==> config.mk <==
export PLATFORM = sky130hd
export DESIGN_NAME = dmbp_queue
export DESIGN_NICKNAME = d
export VERILOG_FILES = /design/src/dmbp_queue.sv
export SDC_FILE = /design/constraint.sdc
export NUM_CORES = 1
export LEC_CHECK = 0
export BUFFER_PORTS_ARGS = -buffer_cell sky130_fd_sc_hd__buf_2
export CORE_UTILIZATION = 49
export DETAILED_ROUTE_END_ITERATION = 10
export MAX_ROUTING_LAYER = met4
export PLACE_DENSITY = 0.79
export SLEW_MARGIN = 40
export SYNTH_ARGS = -nofsm -noshare
export SYNTH_HDL_FRONTEND = slang
export SYNTH_SLANG_ARGS = --single-unit
==> constraint.sdc <==
create_clock -name clock -period 1.6 [get_ports clock]
set_clock_uncertainty 0.15 [all_clocks]
set_input_delay 0.32 -clock clock [delete_from_list [all_inputs] [get_ports clock]]
set_output_delay 0.32 -clock clock [all_outputs]
set_load 0.05 [all_outputs]
==> src/dmbp_queue.sv <==
// ----------------------------------------------------------------------------
// Register queue
// Small first-in first-out buffer with a fill count, read at its head.
// ----------------------------------------------------------------------------
module dmbp_queue #(
   parameter int WIDTH = 8,
   parameter int DEPTH = 4
) (
   input  logic                           clock,
   input  logic                           reset,
   input  logic                           push,
   input  logic [WIDTH-1:0]               push_data,
   input  logic                           pop,
   output logic [WIDTH-1:0]               pop_data,
   output logic [$clog2(DEPTH+1)-1:0]     count
);

   localparam int AW  = (DEPTH > 1) ? $clog2(DEPTH) : 1;
   localparam int CNW = $clog2(DEPTH+1);

   logic [WIDTH-1:0] mem_ff [DEPTH];
   logic [AW-1:0]    wr_ptr_ff, wr_ptr_in;
   logic [AW-1:0]    rd_ptr_ff, rd_ptr_in;
   logic [CNW-1:0]   count_ff, count_in;

   always_comb begin
      wr_ptr_in = wr_ptr_ff;
      rd_ptr_in = rd_ptr_ff;
      count_in  = count_ff;
      if (push) begin
         wr_ptr_in = (wr_ptr_ff == AW'(DEPTH-1)) ? '0 : wr_ptr_ff + AW'(1);
      end
      if (pop) begin
         rd_ptr_in = (rd_ptr_ff == AW'(DEPTH-1)) ? '0 : rd_ptr_ff + AW'(1);
      end
      if (push && !pop) begin
         count_in = count_ff + CNW'(1);
      end else if (pop && !push) begin
         count_in = count_ff - CNW'(1);
      end
   end

   always_ff @(posedge clock) begin
      if (reset) begin
         wr_ptr_ff <= '0;
         rd_ptr_ff <= '0;
         count_ff  <= '0;
      end else begin
         wr_ptr_ff <= wr_ptr_in;
         rd_ptr_ff <= rd_ptr_in;
         count_ff  <= count_in;
      end
   end

   always_ff @(posedge clock) begin
      if (push) begin
         mem_ff[wr_ptr_ff] <= push_data;
      end
   end

   assign pop_data = mem_ff[rd_ptr_ff];
   assign count    = count_ff;

endmodule

==> Word-level counts from Yosys, hierarchy flattened <==
Memories as Yosys holds them, arrays and structs flattened. A register that Yosys moved wholly into a read port is not among the register bits.
Index checks and enable logic that the tools add are counted.
{ "classes": {"n_mul": 0, "n_reduce_logical": 5, "div_mod_pow": 0, "mux": 8, "n_bitwise": 0, "n_shift": 0, "n_lt_le_gt_ge": 0, "n_eq_ne": 2, "addsub": 4} }
{ "ops": {"columns": ["op", "n"], "rows": [
  ["$mux 2", 4],
  ["$mux 3", 2],
  ["$add 2x1->2 const B", 2],
  ["$eq 2x2->1 const B", 2],
  ["$add 3x1->3 const B", 1],
  ["$sub 3x1->3 const B", 1],
  ["$logic_and 1x1->1", 2],
  ["$logic_not 1->1", 2],
  ["$mux 1", 2],
  ["$reduce_bool 2->1", 1]
]} }
{ "word_totals": {"mem_bits_ro": 0, "memories": 1, "out_inout_bits": 11, "inputBits": 12, "reg_bits": 7, "latchBits": 0, "mem_bits_rw": 32, "wordCells": 23} }
{ "mem_list": {"columns": ["name", "depth", "word_bits", "read_ports", "rd_clocked_by_memory_dff", "wr", "line_no", "source"], "rows": [
  ["mem_ff", 4, 8, 1, 1, 1, "21", "logic [WIDTH-1:0] mem_ff [DEPTH];"]
]} }

==> Logic depth before layout (Yosys ltp) <==
{ "depth": {"depth_word": 4, "depth_mapped": 7, "mapped_depth_nobuf": 7} }

==> Worst setup path after synthesis <==
OpenSTA, ideal clock, no wires.
{ "synth_timing": {"path_type": "flip-flop to flip-flop", "startpoint": "reg count_ff[0], in the netlist count[0]", "endpoint": "reg count_ff[2], in the netlist count[2]", "arrival_ps": 1543, "setup_slack_ps": -163, "stages_incl_launch_ff": 5, "required_ps": 1380, "n_path_buf": 0, "setup_time_ps": 70, "period_less_slack_ps": 1763, "cell_sequence": "dfxtp_1 > fa_1 > xor2_1 > or3_1 > a21oi_1"} }
{ "synth_via": {"elab_chain_cells": 3, "word_cells_on_any_way": 4, "cone_classes": "add/sub (2); mux (2)"} }
{ "synth_rtl": {"columns": ["item", "line_no", "source"], "rows": [
  ["start, declared", "24", "logic [CNW-1:0] count_ff, count_in;"],
  ["start signal, assigned", "51", "count_ff <= count_in;"],
  ["$sub 3x1->3", "39", "count_in = count_ff - CNW'(1);"],
  ["$mux 3", "38", "end else if (pop && !push) begin"],
  ["$mux 3 *", "36", "if (push && !pop) begin"]
]} }
Mark *: on every way between the ends. The rest lies on a longest branch, timed or not. The select of a mux whose other input is x is not followed.
A chain may end at the register's enable or synchronous reset.

==> impl_metrics.py <==
metrics = {
    "run_status": {
        "status": "complete, but fails checks",
        "violations": "negative setup slack",
    },
    "synth": {
        "synth_area_leader_cell": "edfxtp_1",
        "synth-seq-cells": 41,
        "synth.avg_cell_area_um2": 18.9,
        "yosysWarningCount": 0,
        "synthAdderAreaFrac_pct": 6.00,
        "synthTopCellsByCount": "edfxtp_1 (32), dfxtp_1 (9), mux4_2 (8)",
        "yosysSeqAreaShare_pct": 72.0,
        "synth_area_um2": 1590,
        "synth-simple-area-share_pct": 4.10,
        "synth_mux_area_share_pct": 13.9,
        "synthXorXnorAreaFrac_pct": 1.10,
        "synth_flop_cell": "edfxtp_1",
        "synth.most_common_cell": "edfxtp_1",
        "syn_inst": 84,
        "syn-num-nets": 103,
        "synth_top_area_share_pct": 60.6,
        "yosysUniqueCellTypes": 16,
        "synth_top_family_by_area": "multiplexers",
        "synth_compound_area_share_pct": 0.947,
        "synth_edf_count": 32,
        "async_reset_ff_share_pct": 0,
        "synth_area_leaders": "edfxtp_1 (61%), dfxtp_1 (11%), mux4_2 (11%)",
    },
    "hold_path": {
        "hold_end": "mem_ff[2][7]",
        "min_path_type": "input pin to flip-flop",
        "hold_path.startpoint": "push_data[7]",
        "holdPathStages": 1,
    },
    "run": {
        "cap_violations": 0,
    },
    "floorplanning": {
        "die_height_um": 58.9,
        "io_pins": 23,
        "dieArea_um2": 3470,
        "rows": 20,
        "core-area_um2": 3050,
        "die_w_um": 58.9,
        "initial_core_util_pct": 51.9,
    },
    "setup_path": {
        "crit_fanout": 8,
        "cp-end-kind": "output port",
        "cp_cell_sequence": "buf_12, mux4_2, buf_6",
        "crit_buf_inv": 2,
        "worstSetupPathType": "flip-flop to output port",
        "cpPeakStageDelay_ps": 510,
        "cp.required_ps": 1130,
        "cp_slowest_cell": "mux4_2",
        "cp.arrival_ps": 1530,
        "worstReg2RegEnd": "count[2]",
        "worstSetupStartpointType": "flip-flop",
        "crit_family": "multiplexers",
        "rr_worst_depth": 4,
        "crit_cells": 3,
        "r2r_setup_slack_ps": 50,
        "rr_startpoint": "count[1]",
    },
    "timing": {
        "relSlewSlack_pct": 83.4,
        "fin_setup_tns_ps": -3120,
        "fin_hold_ws_ps": 33.8,
        "rsz0062_at_grt": "true",
        "tightestPinTransition_ps": 251,
        "period_share_pct": 125,
        "worst_slack_ps": -398,
        "period_needed_ps": 2000,
        "slew_violations": 0,
        "setup_violations": 8,
        "finalHoldViolations": 0,
        "max_clock_freq_mhz": 500,
    },
    "route": {
        "viasPerCell": 4.98,
        "drtAntennaViolNets": 0,
        "vias": 821,
        "drt-initial-drc-count": 18,
        "drt_wl_total_mm": 2.51,
        "drc_errors": 0,
        "dr.pass1.iters": 4,
        "wl_per_cell_um": 15.2,
    },
    "clocking": {
        "clk_latency_ps": 340,
        "cts_buffers": 5,
        "clock_path_buffers": 2,
        "cts_tree": "built",
        "path_clk_slew_ps": 120,
        "ctsHoldBuffers": 0,
        "h-tree-depth": 2,
        "cts_sinks": 41,
        "clock-root-buffer": "clkbuf_4",
    },
    "layout": {
        "multi_input_area_um2": 428,
        "area_growth_pct": 26.6,
        "regArea_um2": 1140,
        "fin_nets": 139,
        "utilization_pct": 65.7,
        "drive_above_1_share_pct": 44.6,
        "layout.cells.non_filler": 165,
        "antenna_cells": 0,
        "nFillCells": 233,
    },
    "global_routing": {
        "grt_first_pass_wirelength_mm": 4.08,
        "antenna_found_initial": 0,
        "grt_max_degree": 14,
        "grt_use_total_pct": 18.0,
        "grt_overflow": 0,
        "grt_pass1_vias": 889,
    },
    "placement": {
        "placedCellCount": 157,
        "dp_hpwl_mm": 1.74,
        "port_buffers": 22,
        "gp_congestion": 0.694,
        "pre_cts_ws_ps": -285,
    },
    "power_and_ir_drop": {
        "p_leak_uw": 0.000754,
        "ir_drop_uv": 520,
        "power.density_nw_per_um2": 1160,
    },
}
-- worst max path at each step --
stage,endpoint,startpoint
3_3_place_gp,count[2],pop
5_1_grt,pop_data[7],flip-flop
6_report,pop_data[7],flip-flop
4_1_cts,pop_data[7],flip-flop
3_5_place_dp,count[2],pop
2_1_floorplan,count[2],pop
-- metal layers --
metal / wire, µm / track usage (%)
met1: 1060 / 19.2
met3: 110 / 4.84
met4: 42 / 12.9
met5: 0 / -
met2: 1290 / 28.9
-- area by class of cell --
type,instances,share of cell area (%)
Inverter,4,0.873
Sequential cell,41,57.0
Clock inverter,1,0.374
Clock buffer,7,3.80
Timing Repair Buffer,31,13.8
Tap cell,44,2.74
Multi-Input combinational cell,37,21.3
-- placed cells by master (no fill, tap or decap), drive strengths merged --
| cell type | synthesis | final |
|---|---|---|
| xor2 | 2 | 2 |
| o21ai | 1 | 1 |
| clkinvlp | 0 | 1 |
| or3 | 1 | 1 |
| mux2i | 4 | 4 |
| a21oi | 2 | 2 |
| ha | 6 | 6 |
| edfxtp | 32 | 32 |
| nor2 | 7 | 7 |
| nor3b | 1 | 1 |
| dfxtp | 9 | 9 |
| fa | 1 | 1 |
| clkbuf | 1 | 7 |
| inv | 4 | 4 |
| buf | 1 | 31 |
| mux4 | 8 | 8 |
| and2 | 4 | 4 |
-- power by group --
group | total [µW] | internal (µW) | switching [µW]
clock network | 638 | 309 | 329
logic | 453 | 187 | 266
registers | 1240 | 1210 | 31.9
total | 2340 | 1710 | 626
-- flip-flops by register name (all words and copies together), names as in the netlist, named ones only --
| signal | flops |
|---|---|
| mem_ff | 32 |
| wr_ptr_ff | 2 |
| count | 3 |
| rd_ptr_ff | 2 |
-- kinds of logic (layout without fill, tap and decap cells) --
logic type | Yosys count | after routing
DFF | 41 | 41
and+or+nand+nor | 13 | 13
muxes | 12 | 12
adders and majority gates | 7 | 7
buffers and inverters | 6 | 43
AOI/OAI and AO/OA | 3 | 3
xor gates and xnor gates | 2 | 2
-- per-stage QoR --
| step | total power [µW] | instance area (µm²) |
|---|---|---|
| 4_1_cts | 2360 | 2010 |
| 2_1_floorplan | 1550 | 1610 |
| 3_3_place_gp | 1670 | 1870 |
| 5_1_grt | 2430 | 2010 |
| 6_report | 2340 | 2010 |
| 3_5_place_dp | 1690 | 1870 |
-- timing repair --
| item | in CTS | in global routing |
|---|---|---|
| setup buffers | 0 | 0 |
| pin swaps | 0 | 0 |
| endpoints found under the setup margin | 8 | 8 |
| resized for setup | 17 | 0 |
| gates cloned | 0 | 0 |
Power figures use the tool's default switching activity.
