## src/dmbp_pkg.sv

```systemverilog
// ----------------------------------------------------------------------------
// Depth map back-projection package
// Shared constants, register indexes and configuration structures.
// ----------------------------------------------------------------------------
package dmbp_pkg;

   localparam int MAX_COLS_DEF = 4096;
   localparam int MAX_ROWS_DEF = 4096;

   // Depth of the queue between the front and the back.
   localparam int MID_DEPTH = 4;
   // Depth of the result queue at the output.
   localparam int OUT_DEPTH = 8;
   // Register stages in one projection pipeline.
   localparam int PROJ_LAT = 5;

   localparam int COORD_W = 24;
   localparam int DEPTH_W = 16;
   localparam int PIX_W   = 12;

   localparam logic [15:0] RST_DEPTH_LO    = 16'd0;
   localparam logic [15:0] RST_DEPTH_HI    = 16'd65535;
   localparam logic [15:0] RST_CENTER_X    = 16'd5120;
   localparam logic [15:0] RST_CENTER_Y    = 16'd3840;
   localparam logic [31:0] RST_INV_FOCAL   = 32'd8589934;
   localparam logic [5:0]  RST_DEC_STEP    = 6'd1;
   localparam logic [12:0] RST_IMAGE_WIDTH = 13'd640;

   typedef enum logic [3:0] {
      REG_DEPTH_LO    = 4'd0,
      REG_DEPTH_HI    = 4'd1,
      REG_CENTER_X    = 4'd2,
      REG_CENTER_Y    = 4'd3,
      REG_INV_FOCAL_X = 4'd4,
      REG_INV_FOCAL_Y = 4'd5,
      REG_DEC_STEP    = 4'd6,
      REG_IMAGE_WIDTH = 4'd7
   } csr_reg_type;

   typedef struct packed {
      logic [15:0] depth_lo;
      logic [15:0] depth_hi;
      logic [5:0]  dec_step;
      logic [12:0] image_width;
   } front_cfg_type;

   typedef struct packed {
      logic [15:0] center_x;
      logic [15:0] center_y;
      logic [31:0] inv_focal_x;
      logic [31:0] inv_focal_y;
   } back_cfg_type;

endpackage

```

## src/dmbp_front.sv

```systemverilog
// ----------------------------------------------------------------------------
// Raster front end
// Tracks pixel position and decimation phase, and decides which pixels pass.
// ----------------------------------------------------------------------------
module dmbp_front
   import dmbp_pkg::*;
#(
   parameter int MAX_COLS = MAX_COLS_DEF,
   parameter int MAX_ROWS = MAX_ROWS_DEF
) (
   input  logic                          clock,
   input  logic                          reset,
   input  logic                          accept,
   input  logic [DEPTH_W-1:0]            depth_mm,
   input  logic                          frame_start,
   input  front_cfg_type                 cfg,
   output logic                          keep,
   output logic [$clog2(MAX_COLS)-1:0]   col,
   output logic [$clog2(MAX_ROWS)-1:0]   row
);

   localparam int CW = $clog2(MAX_COLS);
   localparam int RW = $clog2(MAX_ROWS);
   localparam int WW = (CW + 1 > 13) ? CW + 1 : 13;

   logic [CW-1:0] col_ff, col_in, col_cur;
   logic [RW-1:0] row_ff, row_in, row_cur;
   logic [5:0]    col_phase_ff, col_phase_in, col_phase_cur;
   logic [5:0]    row_phase_ff, row_phase_in, row_phase_cur;
   logic [5:0]    step;
   logic [WW-1:0] width_raw, width_eff, col_inc;
   logic [RW:0]   row_inc;
   logic [6:0]    col_ph_inc, row_ph_inc;
   logic          depth_ok;

   always_comb begin
      step = (cfg.dec_step == 6'd0) ? 6'd1 : cfg.dec_step;
      width_raw = WW'(cfg.image_width);
      if (width_raw == '0) begin
         width_eff = WW'(1);
      end else if (width_raw > WW'(MAX_COLS)) begin
         width_eff = WW'(MAX_COLS);
      end else begin
         width_eff = width_raw;
      end

      col_cur       = frame_start ? '0 : col_ff;
      row_cur       = frame_start ? '0 : row_ff;
      col_phase_cur = frame_start ? '0 : col_phase_ff;
      row_phase_cur = frame_start ? '0 : row_phase_ff;

      depth_ok = (depth_mm != '0) && (depth_mm >= cfg.depth_lo) &&
                 (depth_mm <= cfg.depth_hi);
      keep = (col_phase_cur == 6'd0) && (row_phase_cur == 6'd0) && depth_ok;

      col_inc    = WW'(col_cur) + WW'(1);
      row_inc    = (RW+1)'(row_cur) + (RW+1)'(1);
      col_ph_inc = {1'b0, col_phase_cur} + 7'd1;
      row_ph_inc = {1'b0, row_phase_cur} + 7'd1;

      col_in       = col_cur;
      row_in       = row_cur;
      col_phase_in = col_phase_cur;
      row_phase_in = row_phase_cur;
      if (col_inc >= width_eff) begin
         col_in       = '0;
         col_phase_in = '0;
         // The row counter holds at its last value, and its phase with it.
         if (row_inc < (RW+1)'(MAX_ROWS)) begin
            row_in       = row_inc[RW-1:0];
            row_phase_in = (row_ph_inc >= {1'b0, step}) ? 6'd0 : row_ph_inc[5:0];
         end
      end else begin
         col_in       = col_inc[CW-1:0];
         col_phase_in = (col_ph_inc >= {1'b0, step}) ? 6'd0 : col_ph_inc[5:0];
      end
   end

   always_ff @(posedge clock) begin
      if (reset) begin
         col_ff       <= '0;
         row_ff       <= '0;
         col_phase_ff <= '0;
         row_phase_ff <= '0;
      end else if (accept) begin
         col_ff       <= col_in;
         row_ff       <= row_in;
         col_phase_ff <= col_phase_in;
         row_phase_ff <= row_phase_in;
      end
   end

   assign col = col_cur;
   assign row = row_cur;

endmodule

```

## config.mk

```make
export PLATFORM = sky130hd
export DESIGN_NAME = dmbp_front
export DESIGN_NICKNAME = d
export VERILOG_FILES = /design/src/dmbp_pkg.sv /design/src/dmbp_front.sv
export SDC_FILE = /design/constraint.sdc
export NUM_CORES = 1
export LEC_CHECK = 0
export BUFFER_PORTS_ARGS = -buffer_cell sky130_fd_sc_hd__buf_2
export CAP_MARGIN = 15
export CORE_ASPECT_RATIO = 0.9
export CORE_MARGIN = 1.5
export CORE_UTILIZATION = 57
export CTS_BUF_LIST = sky130_fd_sc_hd__clkbuf_4
export CTS_CLUSTER_SIZE = 28
export DETAILED_ROUTE_END_ITERATION = 10
export HOLD_SLACK_MARGIN = 0.1
export PLACE_DENSITY = 0.92
export SETUP_SLACK_MARGIN = 0.15
export SYNTH_ARGS = -nofsm -noshare
export SYNTH_HDL_FRONTEND = slang
export SYNTH_SLANG_ARGS = --single-unit
```

## constraint.sdc

```tcl
create_clock -name clock -period 6.55 [get_ports clock]
set_input_delay 0.655 -clock clock [delete_from_list [all_inputs] [get_ports clock]]
set_output_delay 0.655 -clock clock [all_outputs]
set_load 0.01 [all_outputs]
```

Word-level counts from Yosys, hierarchy flattened
Cells that the tools add are included.
Widths: inputs -> output; s select.
{"block": "op_classes", "n_addsub": 4, "order_cmp": 7, "muxes": 15, "reduce_logical": 9}
{"cell": "$mux 12", "n": 5}
{"cell": "$mux 6", "n": 8}
{"cell": "$add 12x1->13 const B", "n": 2}
{"cell": "$mux 13", "n": 2}
{"cell": "$logic_not 6->1", "n": 3}
{"cell": "$ge 16x16->1", "n": 1}
{"cell": "$le 16x16->1", "n": 1}
{"cell": "$reduce_bool 16->1", "n": 1}
{"cell": "$add 6x1->7 const B", "n": 2}
{"cell": "$ge 7x6->1", "n": 2}
{"cell": "$ge 13x13->1", "n": 1}
{"cell": "$gt 13x13->1 const B", "n": 1}
{"cell": "$logic_not 13->1", "n": 1}
{"cell": "$lt 13x13->1 const B", "n": 1}
{"cell": "$logic_and 1x1->1", "n": 4}
{"block": "word_totals", "reg_bits": 36, "input_bits": 71, "out_inout_bits": 25, "elab_cells": 39}

Logic depth before layout (Yosys ltp)
{"block": "logic_depth", "ltp_word": 6, "depth_mapped": 19, "depth_no_buf": 14}

Worst setup path before layout
No wires, ideal clock.
{"block": "synth_timing", "kind": "input-to-reg", "from": "in frame_start", "to": "reg row_phase_ff[1]", "arrival_ns": 4.112, "required_time_ns": 6.476, "path_slack_ns": 2.364, "stages": 18, "path_buffers": 4, "cell_sequence": "buf_4 > clkbuf_1 > clkbuf_1 > nor2b_1 > ha_1 > and2_1 > nand4_1 > nor2_1 > and3_1 > and3_1 > ha_1 > nand4_1 > a211oi_2 > a221oi_2 > and2_1 > buf_6 > or4b_1 > a31oi_1"}
{"item": "start, declared", "line_no": "dmbp_front.sv:15", "rtl": "input logic frame_start,"}
{"item": "$mux 12", "line_no": "dmbp_front.sv:47", "rtl": "col_cur = frame_start ? '0 : col_ff;"}
{"item": "net col[1]", "line_no": "dmbp_front.sv:18", "rtl": "output logic [$clog2(MAX_COLS)-1:0] col,"}
{"item": "$add 12x1->13", "line_no": "dmbp_front.sv:56", "rtl": "col_inc = WW'(col_cur) + WW'(1);"}
{"item": "$ge 13x13->1", "line_no": "dmbp_front.sv:65", "rtl": "if (col_inc >= width_eff) begin"}
{"item": "$mux 6", "line_no": "dmbp_front.sv:65"}
{"item": "end signal, assigned", "line_no": "dmbp_front.sv:89", "rtl": "row_phase_ff <= row_phase_in;"}
{"item": "end, declared", "line_no": "dmbp_front.sv:29", "rtl": "logic [5:0] row_phase_ff, row_phase_in, row_phase_cur;"}
The timed path passes the listed nets, and every way through them passes these cells.
A chain may end at the register's enable or synchronous reset.

Final worst setup path
{"block": "layout_timing", "from": "in frame_start", "to": "reg col_phase_ff[4]"}
{"block": "layout_between", "elab_chain_cells": 5}
{"item": "branches (longest 4 deep; another with $add 12x1->13)"}
{"item": "$mux 6 *", "line_no": "dmbp_front.sv:65"}
{"item": "end signal, assigned", "line_no": "dmbp_front.sv:88", "rtl": "col_phase_ff <= col_phase_in;"}
{"item": "end, declared", "line_no": "dmbp_front.sv:28", "rtl": "logic [5:0] col_phase_ff, col_phase_in, col_phase_cur;"}
Mark *: on every way between the ends.

==> metrics.cfg <==
[critical_path]
startpoint_type=primary input
critPathSlowestCell=and2_1
cpPeakStageDelay_ns=0.61
crit_path_cell_trace=buf_2 -> nor2b_1 -> ha_1 -> and2_1 -> nand4_1 -> nor2_1 -> and3_1 -> xor2_1 -> ha_1 -> nand4_1 -> a211oi_2 -> a221oi_2 -> and2_1 -> o311a_2 -> a22o_1
reg2reg_depth=14
end_kind=flop
worstPathArrival_ns=4.78
worstPathRequired_ns=6.86
worstPathMaxFanout=39
path_class=in2reg

[sta]
rsz0062_at_grt=no
hold_ws_ns=0.487
min_period_ns=4.48
max_freq_mhz=223
worst_clock_skew_ns=0.0128
finalMaxSlewViolations=0
finalCritPeriodShare_pct=68.3
tightest_slew_ns=0.690
setup_viol=0
final-hold-violation-count=0
slew_headroom_pct=54.0
tns_ns=0

[floorplanning]
die-width_microns=86.9
die-area_sq_mm=0.00682
core-area_sq_mm=0.00611
die_y_microns=78.5
floorplan.initialDensity_pct=59.0
rows=27
io-pin-count=96

[drt]
vias=3739
first_pass_iters=5
drt_iter0_markers=261
wl_per_cell_microns=14.6
wl_microns=9290
drc=0
vias_per_cell=5.88
ant_nets=0

[power_and_ir_drop]
powerDensity_mw_per_mm2=110
p_leak_uw=0.00216
irDropWorstVdd_uv=115

[synth]
ys_warn_count=0
synthCells=461
yosys_most_used_dff=dfxtp_1
ys_async_sr_fraction_pct=0
synth.yosys.seq_area_share_pct=20.0
yosysMostFrequentCell=ha_1
ys_ff_latch=36
synth_cell_type_count=50
avgSynthCellArea_sq_um=7.82
syn_area_sq_mm=0.00361
syn-num-nets=595
netlist_top_cells_count=ha_1, inv_1, dfxtp_1
netlist_top_cells_area=ha_1, dfxtp_1, inv_1
synth_edf_count=0
synth_top_cell_by_area=ha_1
synth_top_area_share_pct=21.9

[grt]
antenna_found_initial=0
grt.overflow.total=0
grt_pass1_wl_microns=15100
grt_max_degree=40
grtUsageTotal_pct=27.1
grt_pass1_vias=3445

[placed_design]
dp_hpwl_microns=7220
globalplace.congestion=0.913
port_buffers=95
placed_cell_area_sq_mm=0.00412

[cells_and_area]
design_area_sq_mm=0.00417
antennaDiodeCount=0
final.fill_count=485
drive_gt1_share_pct=20.6
syn2layout_area_growth_pct=15.5
nets=682

[cts]
post_cts_buffers=0
worstSkewPairLatency_ns=0.35
clkTransAtPathRegs_ns=0.12
cts_tree=built
clockBufferDepth=2
htreeDepth=2
cts_sinks=36
holdBufCountCts=0
root_buffer=clkbuf_4
cts_inserted_buffers=5
ctsResizeCount=0

[worst_hold_path]
hold_path_depth=2
hp-class=reg2reg

[flow_run]
drv_cap=0

[status]
status=complete, no violations

==> placed cells by master, fill, tap and decap left out, types with 11 or more instances in the layout <==
cell type / netlist / routed
a211oi_1: 11 / 11
a21o_1: 11 / 11
a21oi_1: 34 / 34
a22o_1: 11 / 11
buf_2: 1 / 95
dfxtp_1: 36 / 36
ha_1: 63 / 63
inv_1: 47 / 47
nand2_1: 35 / 35
nand2b_1: 13 / 13
nand3_1: 30 / 30
nand4_1: 12 / 12
nor2_1: 22 / 22
nor2b_1: 25 / 25
xor2_1: 15 / 15
==> metal layers <==
metal / vias up / track usage [%] / part of all wire [%]
met5: - / 0 / 0
met4: 0 / 7.90 / 1.4
met3: 23 / 4.31 / 7.1
met2: 170 / 45.7 / 47
met1: 1710 / 35.4 / 45
li1: 1836 / - / -
==> kinds of logic after synthesis <==
family / after synthesis / synth area share, %
simple gates: 176 / 26.2
buf+inv: 62 / 7.01
flops: 36 / 20.0
mux: 1 / 0.277
fa+ha+maj: 63 / 21.9
compound gates: 102 / 19.6
xor+xnor: 21 / 5.10
==> final timing paths <==
| kind | startpoint | endpoint | slack, ns |
|---|---|---|---|
| max | frame_start | col_phase_ff[4] | 2.07 |
| min | col_ff[8] | col_ff[8] | 0.49 |
| max reg2reg | col_ff[0] | col_phase_ff[4] | 2.39 |
| min reg2reg | col_ff[8] | col_ff[8] | 0.49 |
==> registers in the layout, indices dropped and copies added (netlist names) <==
register,count
col_phase_ff,6
row_ff,12
col_ff,12
row_phase_ff,6
==> critical path, delay by kind of cell <==
kind	cells	cell delay, ns
xor+xnor	1	0.23
compound gates	4	1.18
simple gates	7	1.83
buf+inv	1	0.32
fa+ha+maj	2	0.55
==> area by class of cell <==
| cell class | instances | area, sq um | share of cell area, % |
|---|---|---|---|
| inverter | 47 | 176 | 4.23 |
| sequential | 36 | 721 | 17.3 |
| clock buffer | 5 | 37.5 | 0.901 |
| clock inverter | 3 | 13.8 | 0.330 |
| timing repair buffer | 95 | 475 | 11.4 |
| tap | 87 | 109 | 2.61 |
| multi-input combinational | 363 | 2630 | 63.2 |
==> stage by stage <==
| stage | power (uW) | std cells | utilization [%] | setup slack (ns) |
|---|---|---|---|---|
| global route | 482 | 636 | 68.1 | 1.83 |
| detailed placement | 341 | 628 | 67.3 | 1.86 |
| global placement | 335 | 628 | 67.3 | 2.08 |
| floorplan | 297 | 461 | - | 2.36 |
| finish | 458 | 636 | 68.1 | 2.07 |
| CTS | 456 | 636 | 68.1 | 2.16 |
==> power by group <==
| group | switching [uW] | leakage [uW] | internal (uW) |
|---|---|---|---|
| Sequential | 1.51 | 0.000291 | 221 |
| Clock | 81.4 | 0.0000324 | 39.5 |
| Combinational | 64.7 | 0.00184 | 50.2 |
(Power assumes the default switching activity.)
